==> config.mk <==
export PLATFORM = sky130hd
export DESIGN_NAME = ycbcr420_quad_to_rgba
export DESIGN_NICKNAME = d
export VERILOG_FILES = /design/src/ycc_pkg.sv /design/src/ycbcr420_quad_to_rgba.sv /design/src/ycc_chroma.sv /design/src/ycc_lane.sv /design/src/ycc_merge.sv
export SDC_FILE = /design/constraint.sdc
export NUM_CORES = 1
export LEC_CHECK = 0
export BUFFER_PORTS_ARGS = -buffer_cell sky130_fd_sc_hd__buf_2
export CAP_MARGIN = 20
export CELL_PAD_IN_SITES_DETAIL_PLACEMENT = 0
export CELL_PAD_IN_SITES_GLOBAL_PLACEMENT = 2
export CORE_MARGIN = 2
export CORE_UTILIZATION = 38
export DETAILED_ROUTE_END_ITERATION = 10
export PLACE_DENSITY = 0.76
export SLEW_MARGIN = 20
export SYNTH_ARGS = -nofsm -noshare
export SYNTH_HDL_FRONTEND = slang
export SYNTH_SLANG_ARGS = --single-unit
==> constraint.sdc <==
create_clock -name clk_i -period 3.7 [get_ports clk_i]
set_input_delay 0.74 -clock clk_i [delete_from_list [all_inputs] [get_ports clk_i]]
set_output_delay 0.74 -clock clk_i [all_outputs]
set_load 0.01 [all_outputs]
==> src/ycc_pkg.sv <==
// ----------------------------------------------------------------------------
// ycc_pkg: shared types and constants for the 4:2:0 quad to RGBA converter
// Holds the fixed-point coefficients, the widths of the datapath and the
// record that carries one converted pixel between the lanes and the output.
// ----------------------------------------------------------------------------
package ycc_pkg;

  // Number of pixels in one 2x2 block, and the lane index width
  localparam int unsigned NumLanes = 4;
  localparam int unsigned LaneIdxW = 2;

  // Fixed-point format of the conversion
  localparam int unsigned FracBits = 14;
  localparam int unsigned SampleW  = 8;
  // Accumulator: Y*2^14 plus the largest chroma term stays within 25 bits signed
  localparam int unsigned AccW     = 25;
  // Integer part after the shift by FracBits
  localparam int unsigned IntW     = AccW - FracBits;

  // BT.601 full-range coefficients, 14 fraction bits
  localparam logic signed [AccW-1:0] KRedCr   = AccW'(22970);
  localparam logic signed [AccW-1:0] KGreenCb = AccW'(5638);
  localparam logic signed [AccW-1:0] KGreenCr = AccW'(11700);
  localparam logic signed [AccW-1:0] KBlueCb  = AccW'(29032);

  localparam logic [SampleW-1:0] AlphaOpaque = 8'hFF;
  localparam logic [SampleW-1:0] ChanMax     = 8'hFF;
  localparam logic [SampleW-1:0] ChanMin     = 8'h00;
  localparam logic [LaneIdxW-1:0] LastLane   = 2'd3;

  // Chroma contributions shared by all four pixels of a block
  typedef struct packed {
    logic signed [AccW-1:0] red;
    logic signed [AccW-1:0] green;
    logic signed [AccW-1:0] blue;
  } chroma_terms_t;

  // One converted pixel
  typedef struct packed {
    logic [SampleW-1:0] red;
    logic [SampleW-1:0] green;
    logic [SampleW-1:0] blue;
  } pixel_t;

  // Luma samples of one block, index 0 top-left through 3 bottom-right
  typedef logic [NumLanes-1:0][SampleW-1:0] luma_quad_t;

  // Shift right by FracBits (floor) and saturate to 0..255
  function automatic logic [SampleW-1:0] scale_clip(input logic signed [AccW-1:0] acc);
    logic [IntW-1:0] whole;
    whole = acc[AccW-1:FracBits];
    if (acc[AccW-1]) begin
      scale_clip = ChanMin;
    end else if (|whole[IntW-1:SampleW]) begin
      scale_clip = ChanMax;
    end else begin
      scale_clip = whole[SampleW-1:0];
    end
  endfunction

endpackage

==> src/ycbcr420_quad_to_rgba.sv <==
// ----------------------------------------------------------------------------
// ycbcr420_quad_to_rgba: 4:2:0 quad to RGBA pixel converter
// Converts one 2x2 block of full-range BT.601 YCbCr into four RGBA pixels.
// ----------------------------------------------------------------------------
// Usage:
//   Input channel (valid_i / stall_o) takes one block per transaction: four
//   luma samples and the shared Cb/Cr pair. Output channel (valid_o /
//   stall_i) returns four pixel transactions per block in the order
//   top-left, top-right, bottom-left, bottom-right; last_o marks the fourth.
//   Alpha is always 255 and each color channel saturates to 0..255.
// A block passes the input register with the chroma multipliers, then four
//   parallel lanes into the pixel buffer, from which its pixels are driven.
//   The single pixel-wide output port draining the four-entry pixel buffer
//   sets the block rate. The next block waits in the input register while
//   the current one drains.
// Reset clears both valid flags; no transaction is in flight afterwards.
// When the receiver stalls, the current pixel holds, the buffer keeps the
//   block and stall_o rises once the input register is also occupied.
// ----------------------------------------------------------------------------
module ycbcr420_quad_to_rgba
  import ycc_pkg::*;
(
  input  logic                clk_i,
  input  logic                rst_ni,
  input  logic                valid_i,
  output logic                stall_o,
  input  logic [SampleW-1:0]  luma_top_left_i,
  input  logic [SampleW-1:0]  luma_top_right_i,
  input  logic [SampleW-1:0]  luma_bottom_left_i,
  input  logic [SampleW-1:0]  luma_bottom_right_i,
  input  logic [SampleW-1:0]  chroma_blue_i,
  input  logic [SampleW-1:0]  chroma_red_i,
  output logic                valid_o,
  input  logic                stall_i,
  output logic [LaneIdxW-1:0] quad_position_o,
  output logic [SampleW-1:0]  red_o,
  output logic [SampleW-1:0]  green_o,
  output logic [SampleW-1:0]  blue_o,
  output logic [SampleW-1:0]  alpha_o,
  output logic                last_o
);

  logic                  mid_valid;
  logic                  mid_load;
  luma_quad_t            luma;
  chroma_terms_t         terms;
  pixel_t [NumLanes-1:0] pixels;

  // Input register and shared chroma products
  ycc_chroma u_chroma (
    .clk_i               (clk_i),
    .rst_ni              (rst_ni),
    .valid_i             (valid_i),
    .stall_o             (stall_o),
    .luma_top_left_i     (luma_top_left_i),
    .luma_top_right_i    (luma_top_right_i),
    .luma_bottom_left_i  (luma_bottom_left_i),
    .luma_bottom_right_i (luma_bottom_right_i),
    .chroma_blue_i       (chroma_blue_i),
    .chroma_red_i        (chroma_red_i),
    .load_i              (mid_load),
    .valid_o             (mid_valid),
    .luma_o              (luma),
    .terms_o             (terms)
  );

  // One lane per pixel of the block
  for (genvar l = 0; l < NumLanes; l++) begin : g_lane
    ycc_lane u_lane (
      .luma_i  (luma[l]),
      .terms_i (terms),
      .pixel_o (pixels[l])
    );
  end

  // Collect lane results and serialize
  ycc_merge u_merge (
    .clk_i           (clk_i),
    .rst_ni          (rst_ni),
    .valid_i         (mid_valid),
    .load_o          (mid_load),
    .pixels_i        (pixels),
    .valid_o         (valid_o),
    .stall_i         (stall_i),
    .quad_position_o (quad_position_o),
    .red_o           (red_o),
    .green_o         (green_o),
    .blue_o          (blue_o),
    .alpha_o         (alpha_o),
    .last_o          (last_o)
  );

endmodule

==> src/ycc_chroma.sv <==
// ----------------------------------------------------------------------------
// ycc_chroma: input stage
// Registers the luma samples of a block and the three chroma products that
// the four pixels share.
// ----------------------------------------------------------------------------
module ycc_chroma
  import ycc_pkg::*;
(
  input  logic                 clk_i,
  input  logic                 rst_ni,
  input  logic                 valid_i,
  output logic                 stall_o,
  input  logic [SampleW-1:0]   luma_top_left_i,
  input  logic [SampleW-1:0]   luma_top_right_i,
  input  logic [SampleW-1:0]   luma_bottom_left_i,
  input  logic [SampleW-1:0]   luma_bottom_right_i,
  input  logic [SampleW-1:0]   chroma_blue_i,
  input  logic [SampleW-1:0]   chroma_red_i,
  input  logic                 load_i,
  output logic                 valid_o,
  output luma_quad_t           luma_o,
  output chroma_terms_t        terms_o
);

  logic                       valid_q, valid_d;
  logic                       take;
  luma_quad_t                 luma_q;
  chroma_terms_t              terms_q, terms_d;
  logic signed [SampleW-1:0]  cb_c, cr_c;

  // Hold a transaction until the merge stage loads it
  assign stall_o = valid_q && !load_i;
  assign take    = valid_i && !stall_o;
  assign valid_d = take || (valid_q && !load_i);

  // Remove the offset of 128: flip the top bit to get a signed sample
  assign cb_c = {~chroma_blue_i[SampleW-1], chroma_blue_i[SampleW-2:0]};
  assign cr_c = {~chroma_red_i[SampleW-1], chroma_red_i[SampleW-2:0]};

  // Chroma products
  always_comb begin
    terms_d.red   = KRedCr * AccW'(cr_c);
    terms_d.green = -(KGreenCb * AccW'(cb_c)) - (KGreenCr * AccW'(cr_c));
    terms_d.blue  = KBlueCb * AccW'(cb_c);
  end

  // Control
  always_ff @(posedge clk_i or negedge rst_ni) begin
    if (!rst_ni) begin
      valid_q <= 1'b0;
    end else begin
      valid_q <= valid_d;
    end
  end

  // Payload
  always_ff @(posedge clk_i) begin
    if (take) begin
      luma_q  <= {luma_bottom_right_i, luma_bottom_left_i,
                  luma_top_right_i, luma_top_left_i};
      terms_q <= terms_d;
    end
  end

  assign valid_o = valid_q;
  assign luma_o  = luma_q;
  assign terms_o = terms_q;

endmodule

==> src/ycc_lane.sv <==
// ----------------------------------------------------------------------------
// ycc_lane: one pixel conversion lane
// Adds the scaled luma to the shared chroma terms and saturates each channel.
// ----------------------------------------------------------------------------
module ycc_lane
  import ycc_pkg::*;
(
  input  logic [SampleW-1:0] luma_i,
  input  chroma_terms_t      terms_i,
  output pixel_t             pixel_o
);

  logic signed [AccW-1:0] y_c;
  logic signed [AccW-1:0] acc_r, acc_g, acc_b;

  // Scale luma to 14 fraction bits
  assign y_c = $signed(AccW'({luma_i, FracBits'(0)}));

  // Accumulate per channel
  assign acc_r = y_c + terms_i.red;
  assign acc_g = y_c + terms_i.green;
  assign acc_b = y_c + terms_i.blue;

  // Drop the fraction and clamp
  assign pixel_o.red   = scale_clip(acc_r);
  assign pixel_o.green = scale_clip(acc_g);
  assign pixel_o.blue  = scale_clip(acc_b);

endmodule

==> src/ycc_merge.sv <==
// ----------------------------------------------------------------------------
// ycc_merge: merge and serialize stage
// Captures the four lane results of a block and sends them one pixel per
// transaction in raster order.
// ----------------------------------------------------------------------------
module ycc_merge
  import ycc_pkg::*;
(
  input  logic                  clk_i,
  input  logic                  rst_ni,
  input  logic                  valid_i,
  output logic                  load_o,
  input  pixel_t [NumLanes-1:0] pixels_i,
  output logic                  valid_o,
  input  logic                  stall_i,
  output logic [LaneIdxW-1:0]   quad_position_o,
  output logic [SampleW-1:0]    red_o,
  output logic [SampleW-1:0]    green_o,
  output logic [SampleW-1:0]    blue_o,
  output logic [SampleW-1:0]    alpha_o,
  output logic                  last_o
);

  pixel_t [NumLanes-1:0] buf_q;
  logic                  valid_q, valid_d;
  logic [LaneIdxW-1:0]   idx_q, idx_d;
  logic                  send, done, free;
  pixel_t                cur;

  assign send   = valid_q && !stall_i;
  assign done   = send && (idx_q == LastLane);
  assign free   = !valid_q || done;
  assign load_o = valid_i && free;

  // Advance the pixel index; restart on a new block
  always_comb begin
    valid_d = valid_q;
    idx_d   = idx_q;
    if (load_o) begin
      valid_d = 1'b1;
      idx_d   = '0;
    end else if (done) begin
      valid_d = 1'b0;
      idx_d   = '0;
    end else if (send) begin
      idx_d   = idx_q + LaneIdxW'(1);
    end
  end

  always_ff @(posedge clk_i or negedge rst_ni) begin
    if (!rst_ni) begin
      valid_q <= 1'b0;
      idx_q   <= '0;
    end else begin
      valid_q <= valid_d;
      idx_q   <= idx_d;
    end
  end

  // Hold the block's pixels while they drain
  always_ff @(posedge clk_i) begin
    if (load_o) begin
      buf_q <= pixels_i;
    end
  end

  // Drive the current pixel
  assign cur             = buf_q[idx_q];
  assign valid_o         = valid_q;
  assign quad_position_o = idx_q;
  assign red_o           = cur.red;
  assign green_o         = cur.green;
  assign blue_o          = cur.blue;
  assign alpha_o         = AlphaOpaque;
  assign last_o          = (idx_q == LastLane);

endmodule

==> flow_summary_export.csv, run 1 <==
group,metric,value,unit
pwr,pwr-share-clk,0.090,
worst_setup_path,crit_arrival,5.62,ns
sta,max_freq,185,MHz
sta,drv_slew,0,
run_status,status,"complete, but fails checks",
cts,cts_made_buffers,17,
cts,cts_tree,"yes",
pwr,vdd_drop_max,1.12,mV
synth,synthDistinctLibCells,82,
worst_setup_path,crit_fanout,4,
pwr,p_per_area,865,mW/mm^2
pwr,p_int,0.0112,W
route,dr.pass1.iters,5,
flow_run,drv_cap,0,
synth,synth_warnings,0,
sta,postLayoutSetupSlackWorst,-1.71,ns
synth,ys_seq_area_frac,0.262,
synth,synth-edff-count,159,
global_route,grtUsageTotal,0.211,
floorplan,die_h,225,um
synth,yosysTopAreaCell,"edfxtp_1",
worst_setup_path,critical_path_required,3.91,ns
floorplan,initial_core_util,0.383,
sta,hold_slack,0.0764,ns
sta,rsz0062_at_grt,"true",
global_route,grt_overflow_total,0,
global_route,use_met3,0.0205,
cts,cts_root_buf,"clkbuf_16",
floorplan,boundaryPins,89,
global_route,grt_pass1_vias,15317,
route,remaining_drc_errors,0,
cts,clk_pin_slew,0.07,ns
sta,slew_headroom,0.409,
run_status,violations,"setup timing",
sta,finalCritPeriodShare,1.46,
layout,syn2layout_area_growth,24.9,%
sta,hold_viol,0,
route,wl,52700,um
hold_path,hold_path.class,"primary input to asynchronous set/reset pin",
pwr,total_power,0.0201,W
route,wl_per_cell,18.6,um
sta,worst_slew_pin_slew,0.887,ns
floorplan,die_w,225,um
worst_setup_path,startpoint_type,"primary input",
cts,cts_sinks,163,
synth,synth_cells,1867,
floorplan,fp-row-count,81,
sta,setup_violations,31,
layout,drive_gt1_frac,0.262,
synth,ys_top_cells_by_area,"edfxtp_1 (26%), ha_1 (21%), fa_1 (10%)",
sta,finalClockSkew,0.00933,ns
pwr,seqPwrFrac,0.161,
route,drtIter0Drc,882,
cts,insertion_delay,0.46,ns
global_route,grt_start_max_net_pins,34,
worst_setup_path,worstSetupPathType,"primary input to flip-flop",
synth,synth_area,0.0186,sq mm
sta,finalCriticalPeriod,5.41,ns
layout,utilization,0.478,
global_route,grt_pass1_wl,82700,um
route,ant_nets,0,
layout,nets,2662,
worst_setup_path,end_kind,"flip-flop",
synth,ys_async_sr_fraction,0.0245,
synth,syn_avg_cell_area,9.98,sq um
synth,synthFlopType,"edfxtp_1",
global_route,antenna_found_initial,0,
cts,clockBufferDepth,2,
pwr,p_sw,0.00889,W
place,place.gp.congestion,0.879,
global_route,busiest_layer,"met2",
pwr,leakage,10.4,nW
route,vias,15012,
global_route,gr-usage-met2,0.383,
cts,cts_max_level,4,
pwr,switching_share,0.442,
floorplan,core,0.0486,sq mm
place,numPortBuffers,80,
pwr,power_frac_comb,0.749,
synth,ys_seq_elements,163,
layout,antenna_cells,0,
synth,synthDominantCellAreaShare,0.256,
place,dpl.hpwl,43900,um
route,avgViaCountPerCell,5.29,
global_route,globalRouteMet1Util,0.268,
floorplan,dieArea,0.0508,sq mm
-- state kept, by name, indices dropped and copies added, names as in the netlist --
| name | cells |
|---|---|
| u_merge.valid_o | 1 |
| u_chroma.luma_o | 32 |
| u_chroma.valid_o | 1 |
| u_merge.quad_position_o | 2 |
| u_merge.buf_q | 96 |
| u_chroma.terms_o | 31 |
-- cell usage in the layout, fill, tap and decap left out, drive strengths merged, types with 13 or more instances in the layout --
master,n
nand2,42
inv,280
o211ai,51
o31ai,14
o21ai,100
xor2,36
fa,94
a221oi,13
o21a,26
nand3,29
nor3,33
o221ai,14
mux4,24
nand2b,16
nor2b,29
nor4,14
edfxtp,159
buf,356
nor2,101
a21oi,119
ha,313
xnor2,59
a21o,46
a211oi,25
clkbuf,19
-- through the flow --
stage	area, sq um	std cells	TNS [ns]	setup WS (ns)
2_1_floorplan	19100	1874	-31.39	-1.96
3_3_place_gp	22100	2792	-44.50	-2.24
3_5_place_dp	22100	2792	-45.88	-2.36
4_1_cts	23000	2831	-28.30	-1.69
5_1_grt	23300	2838	-33.26	-1.98
6_report	23300	2838	-27.07	-1.71
-- power groups by stage --
stage | registers [W] | clock network (W) | logic, W
floorplan | 0.00301 | 0 | 0.00894
global placement | 0.00328 | 0 | 0.0131
detailed placement | 0.00328 | 0 | 0.0132
CTS | 0.00324 | 0.00185 | 0.0142
global route | 0.00327 | 0.00190 | 0.0167
finish | 0.00324 | 0.00181 | 0.0151
-- final cells by class --
class | instances | area [sq um]
Clock buffer | 18 | 429
Clock inverter | 14 | 166
Fill cell | 4611 | 25400
Inverter | 277 | 1060
Multi-Input combinational cell | 1387 | 13400
Sequential cell | 163 | 4880
Tap cell | 622 | 778
Timing Repair Buffer | 357 | 2580
-- synthesized netlist by cell type, types with 11 or more instances --
cell,instances
o21bai_1,11
a221oi_1,11
clkbuf_1,28
nor2b_1,29
edfxtp_1,159
xnor2_1,59
o211ai_1,49
inv_1,276
nand2_1,42
a21o_1,46
nor3_1,33
o31ai_1,13
fa_1,94
o221ai_1,14
mux4_2,24
o21a_1,26
nor2_1,101
nand2b_1,16
a21oi_1,115
o21ai_0,89
or3_1,12
ha_1,313
a211oi_1,24
nand3_1,29
nor4_1,14
xor2_1,36
-- critical path, stage by stage --
cell and delay (ns):
buf_8 0.08, clkinvlp_4 0.09, buf_6 0.13, fa_2 0.57
ha_4 0.21, buf_6 0.11, fa_1 0.51, inv_2 0.04
fa_1 0.51, inv_2 0.05, ha_4 0.28, and3_4 0.18
nand3_2 0.08, nand3b_1 0.24, nand2_2 0.13, xnor2_2 0.07
ha_1 0.32, ha_4 0.23, a21o_1 0.18, a21oi_2 0.13
o21ai_2 0.08, a21oi_2 0.17, nor2b_4 0.07, buf_4 0.14
a2111oi_4 0.18, o2bb2ai_1 0.10
-- repair_timing --
action	in CTS	in global routing
resized for setup	66	47
pin swaps	45	32
setup buffers	10	8
setup endpoints to repair	31	31
hold buffers	0	0
-- final timing paths --
check | cells past startpoint | slack (ns) | endpoint | startpoint
setup / recovery | 26 | -1.71 | u_chroma.terms_o[48] | chroma_red_i[6]
hold / removal | 1 | 0.08 | u_chroma.valid_o | rst_ni
setup reg to reg | 9 | 0.37 | u_merge.buf_q[85] | u_chroma.terms_o[40]
hold reg to reg | 1 | 0.54 | u_merge.valid_o | u_chroma.valid_o
max in group asynchronous | 1 | 3.49 | u_merge.quad_position_o[0] | rst_ni
min in group clk_i | 1 | 0.45 | u_chroma.luma_o[11] | luma_top_right_i[3]
-- metal layers --
| layer | wire length [um] | up-vias | share of wire |
|---|---|---|---|
| met5 | 0 | - | 0 |
| met4 | 1020 | 0 | 0.019 |
| li1 | - | 7493 | - |
| met1 | 23700 | 7215 | 0.45 |
| met2 | 26600 | 258 | 0.50 |
| met3 | 1370 | 46 | 0.026 |
-- kinds of logic after synthesis --
family | share of synthesized area
AND/OR/NAND/NOR | 0.0865
multiplexers | 0.0313
AO/OA/AOI/OAI | 0.198
adder cells (fa/ha/maj) | 0.311
XOR/XNOR | 0.0446
flip-flops | 0.262
other | 0.000201
buffers and inverters | 0.0673
(Power assumes the default switching activity.)
==> run 2, diff against run 1 <==
Settings changed: CORE_UTILIZATION 38 to 45, PLACE_DENSITY 0.76 to 0.85.
Clock period 3.7 ns to 6.41 ns, I/O delays scaled along.
==> run 2 against run 1 <==
Effect of this change: the run now ends clean; sequential power fell by 41%; cell count fell by 8.5%; die area fell by 15%; hold slack improved by 0.45 ns; worst setup slack improved by 1.9 ns; clock-buffer cell count rose by 1; sequential share of layout area rose by 2.1 points; sequential cell count did not move; largest cell class unchanged.
==> flow_summary_export.csv, run 2 (same netlist as run 1, synthesis figures left out) <==
group,metric,value,unit
cts,cts_tree,"yes",
place,place_inst,2565,
cts,cts_sinks,163,
global_route,grt_pass1_vias,14594,
cts,cts_made_buffers,17,
sta,hold_viol,0,
sta,postLayoutSetupSlackWorst,0.215,ns
hold_path,hold_end,"u_merge.valid_o",
worst_setup_path,timing.rr.start,"u_merge.quad_position_o[0]",
worst_setup_path,worstRegToRegCells,5,
sta,rsz0062_at_grt,"false",
pwr,leakage,9.59,nW
layout,largest_reg_flops,96,
worst_setup_path,crit_fanout,4,
route,wl_per_cell,18.6,um
place,place.gp.congestion,0.881,
worst_setup_path,r2r_end,"u_merge.buf_q[79]",
layout,regMostFlops,"u_merge.buf_q",
hold_path,hold_depth,1,
worst_setup_path,crit_arrival,6.38,ns
route,ant_nets,0,
worst_setup_path,r2r_setup_slack,3.02,ns
global_route,grt_start_max_net_pins,59,
floorplan,dieArea,0.0431,sq mm
hold_path,hp-start,"u_chroma.valid_o",
global_route,gr-usage-met2,0.396,
global_route,grtUsageTotal,0.227,
layout,final_cell_mix,"ha_1 (309), inv_1 (275), edfxtp_1 (159), buf_4 (126), a21oi_1 (113)",
route,avgViaCountPerCell,5.60,
hold_path,hold_path.class,"flip-flop to flip-flop",
route,remaining_drc_errors,0,
sta,setup_tns,0,ns
global_route,globalRouteMet1Util,0.296,
cts,cts_root_buf,"clkbuf_16",
sta,drv_slew,0,
place,numPortBuffers,80,
layout,antenna_cells,0,
layout,drive_gt1_frac,0.150,
place,pre_cts_ws,-0.304,ns
run_status,status,"completed",
layout,final_common_cell,"ha_1",
place,dpl.hpwl,40200,um
cts,cts_resized,0,
worst_setup_path,startpoint_type,"primary input",
cts,hold_buffers,0,
cts,cts_max_level,4,
route,dr.pass1.iters,5,
layout,layout.cells.non_filler,2597,
layout,nets,2511,
pwr,vdd_drop_max,0.459,mV
cts,clockBufferDepth,2,
floorplan,fp-row-count,74,
sta,finalCriticalPeriod,6.19,ns
route,drtIter0Drc,605,
worst_setup_path,end_kind,"flip-flop",
worst_setup_path,worstSetupPathType,"primary input to flip-flop",
pwr,p_per_area,450,mW/mm^2
sta,finalClockSkew,0.00796,ns
global_route,grt_overflow_total,0,
floorplan,die_h,208,um
sta,setup_violations,0,
layout,syn2layout_area_growth,13.4,%
cts,insertion_delay,0.45,ns
global_route,antenna_found_initial,0,
floorplan,boundaryPins,89,
floorplan,core,0.0408,sq mm
sta,worst_slew_pin_slew,0.988,ns
global_route,grt_pass1_wl,77300,um
cts,clk_pin_slew,0.06,ns
sta,slew_headroom,0.341,
flow_run,drv_cap,0,
global_route,use_met3,0.0268,
sta,finalCritPeriodShare,0.966,
floorplan,initial_core_util,0.457,
floorplan,die_w,208,um
sta,max_freq,161,MHz
layout,utilization,0.518,
cts,post_cts_buffers,0,
global_route,busiest_layer,"met2",
route,wl,48400,um
worst_setup_path,critical_path_required,6.60,ns
route,vias,14548,
## run 2: cell count changes in the layout (fill, tap and decap cells not counted), sizes merged
cell	previous run	this run
clkinvlp	6	1
buf	356	206
bufinv	1	2
inv	280	282
clkinv	4	5
## run 2: routing by layer
metal / vias up / routed length, um
met4: 0 / 1230
met3: 48 / 1790
met2: 273 / 23800
met5: - / 0
met1: 7015 / 21600
li1: 7212 / -
## run 2: power breakdown
group          switching (W)  internal (W)  leakage [nW]  total, W
Combinational        0.00342       0.00314          7.82   0.00657
Sequential          0.000286       0.00163          1.49   0.00192
Clock               0.000441      0.000581         0.282   0.00102
Total                0.00415       0.00535          9.59   0.00951
## run 2: final cells by class
| type | instances | area, sq um |
|---|---|---|
| fill | 3787 | 19700 |
| multi-input combinational | 1387 | 12600 |
| sequential | 163 | 4880 |
| timing repair buffer | 206 | 1350 |
| inverter | 277 | 1040 |
| tap | 532 | 666 |
| clock buffer | 19 | 433 |
| clock inverter | 13 | 150 |
## run 2: through the flow
stage / instance area [sq um] / total power, W / hold slack (ns)
after floorplan: 18700 / 0.00632 / 0.472
after global placement: 20500 / 0.00840 / 0.517
after detailed placement: 20500 / 0.00850 / 0.519
after CTS: 21100 / 0.00957 / 0.526
after global routing: 21100 / 0.0104 / 0.537
final: 21100 / 0.00951 / 0.521
## run 2: how the worst max path moves through the flow
stage                          startpoint              endpoint  slack (ns)  depth (start not counted)
after global routing      chroma_red_i[5]  u_chroma.terms_o[46]       0.001                         23
after detailed placement  chroma_red_i[3]  u_chroma.terms_o[48]       -0.30                         24
after CTS                 chroma_red_i[3]  u_chroma.terms_o[48]        0.13                         24
final                     chroma_red_i[5]  u_chroma.terms_o[48]        0.22                         23
after floorplan           chroma_red_i[7]  u_chroma.terms_o[48]        0.01                         21
after global placement    chroma_red_i[3]  u_chroma.terms_o[47]       -0.17                         24
## run 2: worst max-delay path, cell delays in order
cell,delay [ns]
buf_2,0.09
inv_1,0.09
fa_2,0.42
fa_1,0.54
inv_1,0.07
fa_1,0.53
inv_1,0.05
fa_1,0.53
inv_1,0.06
ha_4,0.25
and3_1,0.17
nand3_1,0.09
nor2_1,0.06
o31ai_2,0.08
a31oi_1,0.17
or4b_1,0.49
nand3_1,0.09
ha_1,0.24
ha_1,0.33
nand3_1,0.09
nor2_1,0.06
a2111oi_1,0.46
o2bb2ai_1,0.13
==> run 3, diff against run 2 <==
--- a/config.mk
+++ b/config.mk
@@ -7,3 +7,3 @@
 export LEC_CHECK = 0
-export BUFFER_PORTS_ARGS = -buffer_cell sky130_fd_sc_hd__buf_2
+export BUFFER_PORTS_ARGS = -buffer_cell sky130_fd_sc_hd__clkbuf_2
 export CAP_MARGIN = 20
--- a/constraint.sdc
+++ b/constraint.sdc
@@ -3,2 +3,2 @@
 set_output_delay 1.282 -clock clk_i [all_outputs]
-set_load 0.01 [all_outputs]
+set_load 0.05 [all_outputs]
==> run 3 against run 2 <==
Effect of this change: sequential cell count unchanged; non-clock buffer count unchanged; clock power about the same; sequential share of layout area about the same; worst setup slack better by 0.0031 ns; final area about the same; cell count unchanged; sequential power about the same; fmax about the same; clock skew about the same; critical path depth up 1; first-iteration DRC count up 33%.
==> flow_summary_export.csv, run 3 (same netlist as run 1, synthesis figures left out) <==
group,metric,value,unit
run_status,status,"completed",
cts,cts_root_buf,"clkbuf_16",
cts,cts_sinks,163,
pwr,vdd_drop_max,0.462,mV
layout,regArea,0.00488,sq mm
layout,nets,2511,
pwr,total_power,0.00987,W
cts,clk_pin_slew,0.07,ns
layout,antenna_cells,0,
pwr,power_frac_comb,0.706,
floorplan,fp-row-count,74,
sta,setup_violations,0,
sta,rsz0062_at_grt,"true",
route,drtIter0Drc,803,
worst_setup_path,r2r_setup_slack,2.94,ns
route,wl,48500,um
floorplan,core,0.0408,sq mm
layout,syn2layout_area_growth,13.5,%
worst_setup_path,crit_fanout,3,
hold_path,hold_end,"u_merge.valid_o",
layout,largest_reg_flops,96,
layout,drive_gt1_frac,0.154,
hold_path,hold_depth,1,
cts,hold_buffers,0,
place,numPortBuffers,80,
worst_setup_path,cpPeakStageDelay,0.54,ns
pwr,p_per_area,467,mW/mm^2
cts,insertion_delay,0.44,ns
worst_setup_path,slowest_stage,"fa_1",
worst_setup_path,cp-startpoint,"chroma_red_i[5]",
pwr,p_sw,0.00454,W
worst_setup_path,worstSetupPathType,"primary input to flip-flop",
cts,clockBufferDepth,2,
hold_path,hold_path.class,"flip-flop to flip-flop",
layout,num-fill-cells,3776,
global_route,grt_start_max_net_pins,59,
pwr,leakage,9.61,nW
floorplan,initial_core_util,0.457,
floorplan,die_h,208,um
worst_setup_path,cp_cell_sequence,"clkbuf_2 -> inv_1 -> fa_2 -> fa_1 -> buf_4 -> fa_1 -> fa_1 -> inv_1 -> ha_1 -> a21o_1 -> a21oi_1 -> o21ai_0 -> o211ai_1 -> nand2_1 -> xnor2_1 -> ha_1 -> ha_1 -> a21o_1 -> a21oi_1 -> o21ai_0 -> a21oi_1 -> nor2b_2 -> a2111oi_1 -> o2bb2ai_1",
place,place.gp.congestion,0.892,
route,wl_per_cell,18.7,um
route,ant_nets,0,
flow_run,drv_cap,0,
route,dr.pass1.iters,5,
cts,cts_max_level,4,
floorplan,dieArea,0.0431,sq mm
route,vias,14681,
hold_path,hp-start,"u_chroma.valid_o",
worst_setup_path,cp_top_family,"adder cells",
layout,final_common_cell,"ha_1",
place,dpl.hpwl,40100,um
sta,hold_viol,0,
sta,finalCritPeriodShare,0.966,
sta,drv_slew,0,
route,avgViaCountPerCell,5.65,
layout,layout.cells.non_filler,2597,
global_route,grt_overflow_total,0,
worst_setup_path,timing.rr.start,"u_merge.quad_position_o[0]",
cts,cts_made_buffers,17,
route,remaining_drc_errors,0,
sta,max_freq,162,MHz
pwr,p_int,0.00533,W
cts,cts_tree,"yes",
worst_setup_path,startpoint_type,"primary input",
floorplan,die_w,208,um
cts,post_cts_buffers,0,
worst_setup_path,end_kind,"flip-flop",
sta,finalCriticalPeriod,6.19,ns
floorplan,boundaryPins,89,
worst_setup_path,crit_arrival,6.37,ns
pwr,switching_share,0.460,
pwr,seqPwrFrac,0.193,
global_route,grt_pass1_wl,77900,um
layout,final_cell_mix,"ha_1 (309), inv_1 (275), edfxtp_1 (159), buf_4 (126), a21oi_1 (112)",
global_route,grtUsageTotal,0.229,
worst_setup_path,r2r_end,"u_chroma.luma_o[15]",
pwr,pwr-share-clk,0.101,
sta,finalClockSkew,0.00773,ns
sta,hold_slack,0.528,ns
worst_setup_path,cp_num_buf_inv,4,
sta,worst_slew_pin_slew,1.03,ns
layout,regMostFlops,"u_merge.buf_q",
worst_setup_path,worstRegToRegCells,7,
place,place_inst,2565,
sta,slew_headroom,0.314,
layout,multiInputGateArea,0.0127,sq mm
worst_setup_path,critical_path_required,6.59,ns
global_route,antenna_found_initial,0,
global_route,grt_pass1_vias,14702,
[run 3: changes by cell type in the layout (fill, tap and decap cells not counted), sizes merged]
| cell | delta |
|---|---|
| buf | -80 |
| bufinv | -1 |
| clkbuf | +78 |
| clkinvlp | +1 |
| inv | +2 |
[run 3: layout make-up]
type | instances | area share
Clock inverter | 15 | 0.00674
Clock buffer | 17 | 0.0201
Multi-Input combinational cell | 1387 | 0.598
Tap cell | 532 | 0.0315
Inverter | 277 | 0.0491
Timing Repair Buffer | 206 | 0.0636
Sequential cell | 163 | 0.230
[run 3: how the worst max path moves through the flow]
stage | to | cells past startpoint
3_3_place_gp | u_chroma.terms_o[48] | 24
3_5_place_dp | u_chroma.terms_o[48] | 23
2_1_floorplan | u_chroma.terms_o[48] | 21
4_1_cts | u_chroma.terms_o[48] | 25
5_1_grt | u_chroma.terms_o[48] | 24
6_report | u_chroma.terms_o[48] | 24
[run 3: what timing repair did]
item | CTS | global route
setup endpoints to repair | 0 | 6
resized for setup | 0 | 16
endpoints found under the hold margin | 0 | 0
[run 3: stage by stage]
step           TNS (ns)   util  cell area, sq um  setup WS [ns]
2_1_floorplan         0      -             18700         0.0106
3_3_place_gp     -0.682  0.503             20500         -0.154
3_5_place_dp      -1.41  0.503             20500         -0.283
4_1_cts               0  0.517             21100          0.159
5_1_grt         -0.0261  0.518             21200        -0.0244
6_report              0  0.518             21200          0.219
[run 3: power groups by stage]
stage	combinational (W)	sequential (W)	clock [W]
final	0.00697	0.00191	0.000994
after detailed placement	0.00692	0.00193	0
after global placement	0.00682	0.00193	0
after floorplan	0.00491	0.00176	0
after CTS	0.00696	0.00191	0.00102
after global routing	0.00781	0.00193	0.00106
[run 3: metal layers]
metal	routed length, um	vias to the layer above	track usage
met5	0	-	0
met4	944	0	0.0596
met3	1710	48	0.0221
met2	24300	305	0.403
met1	21600	7120	0.301
li1	-	7208	-
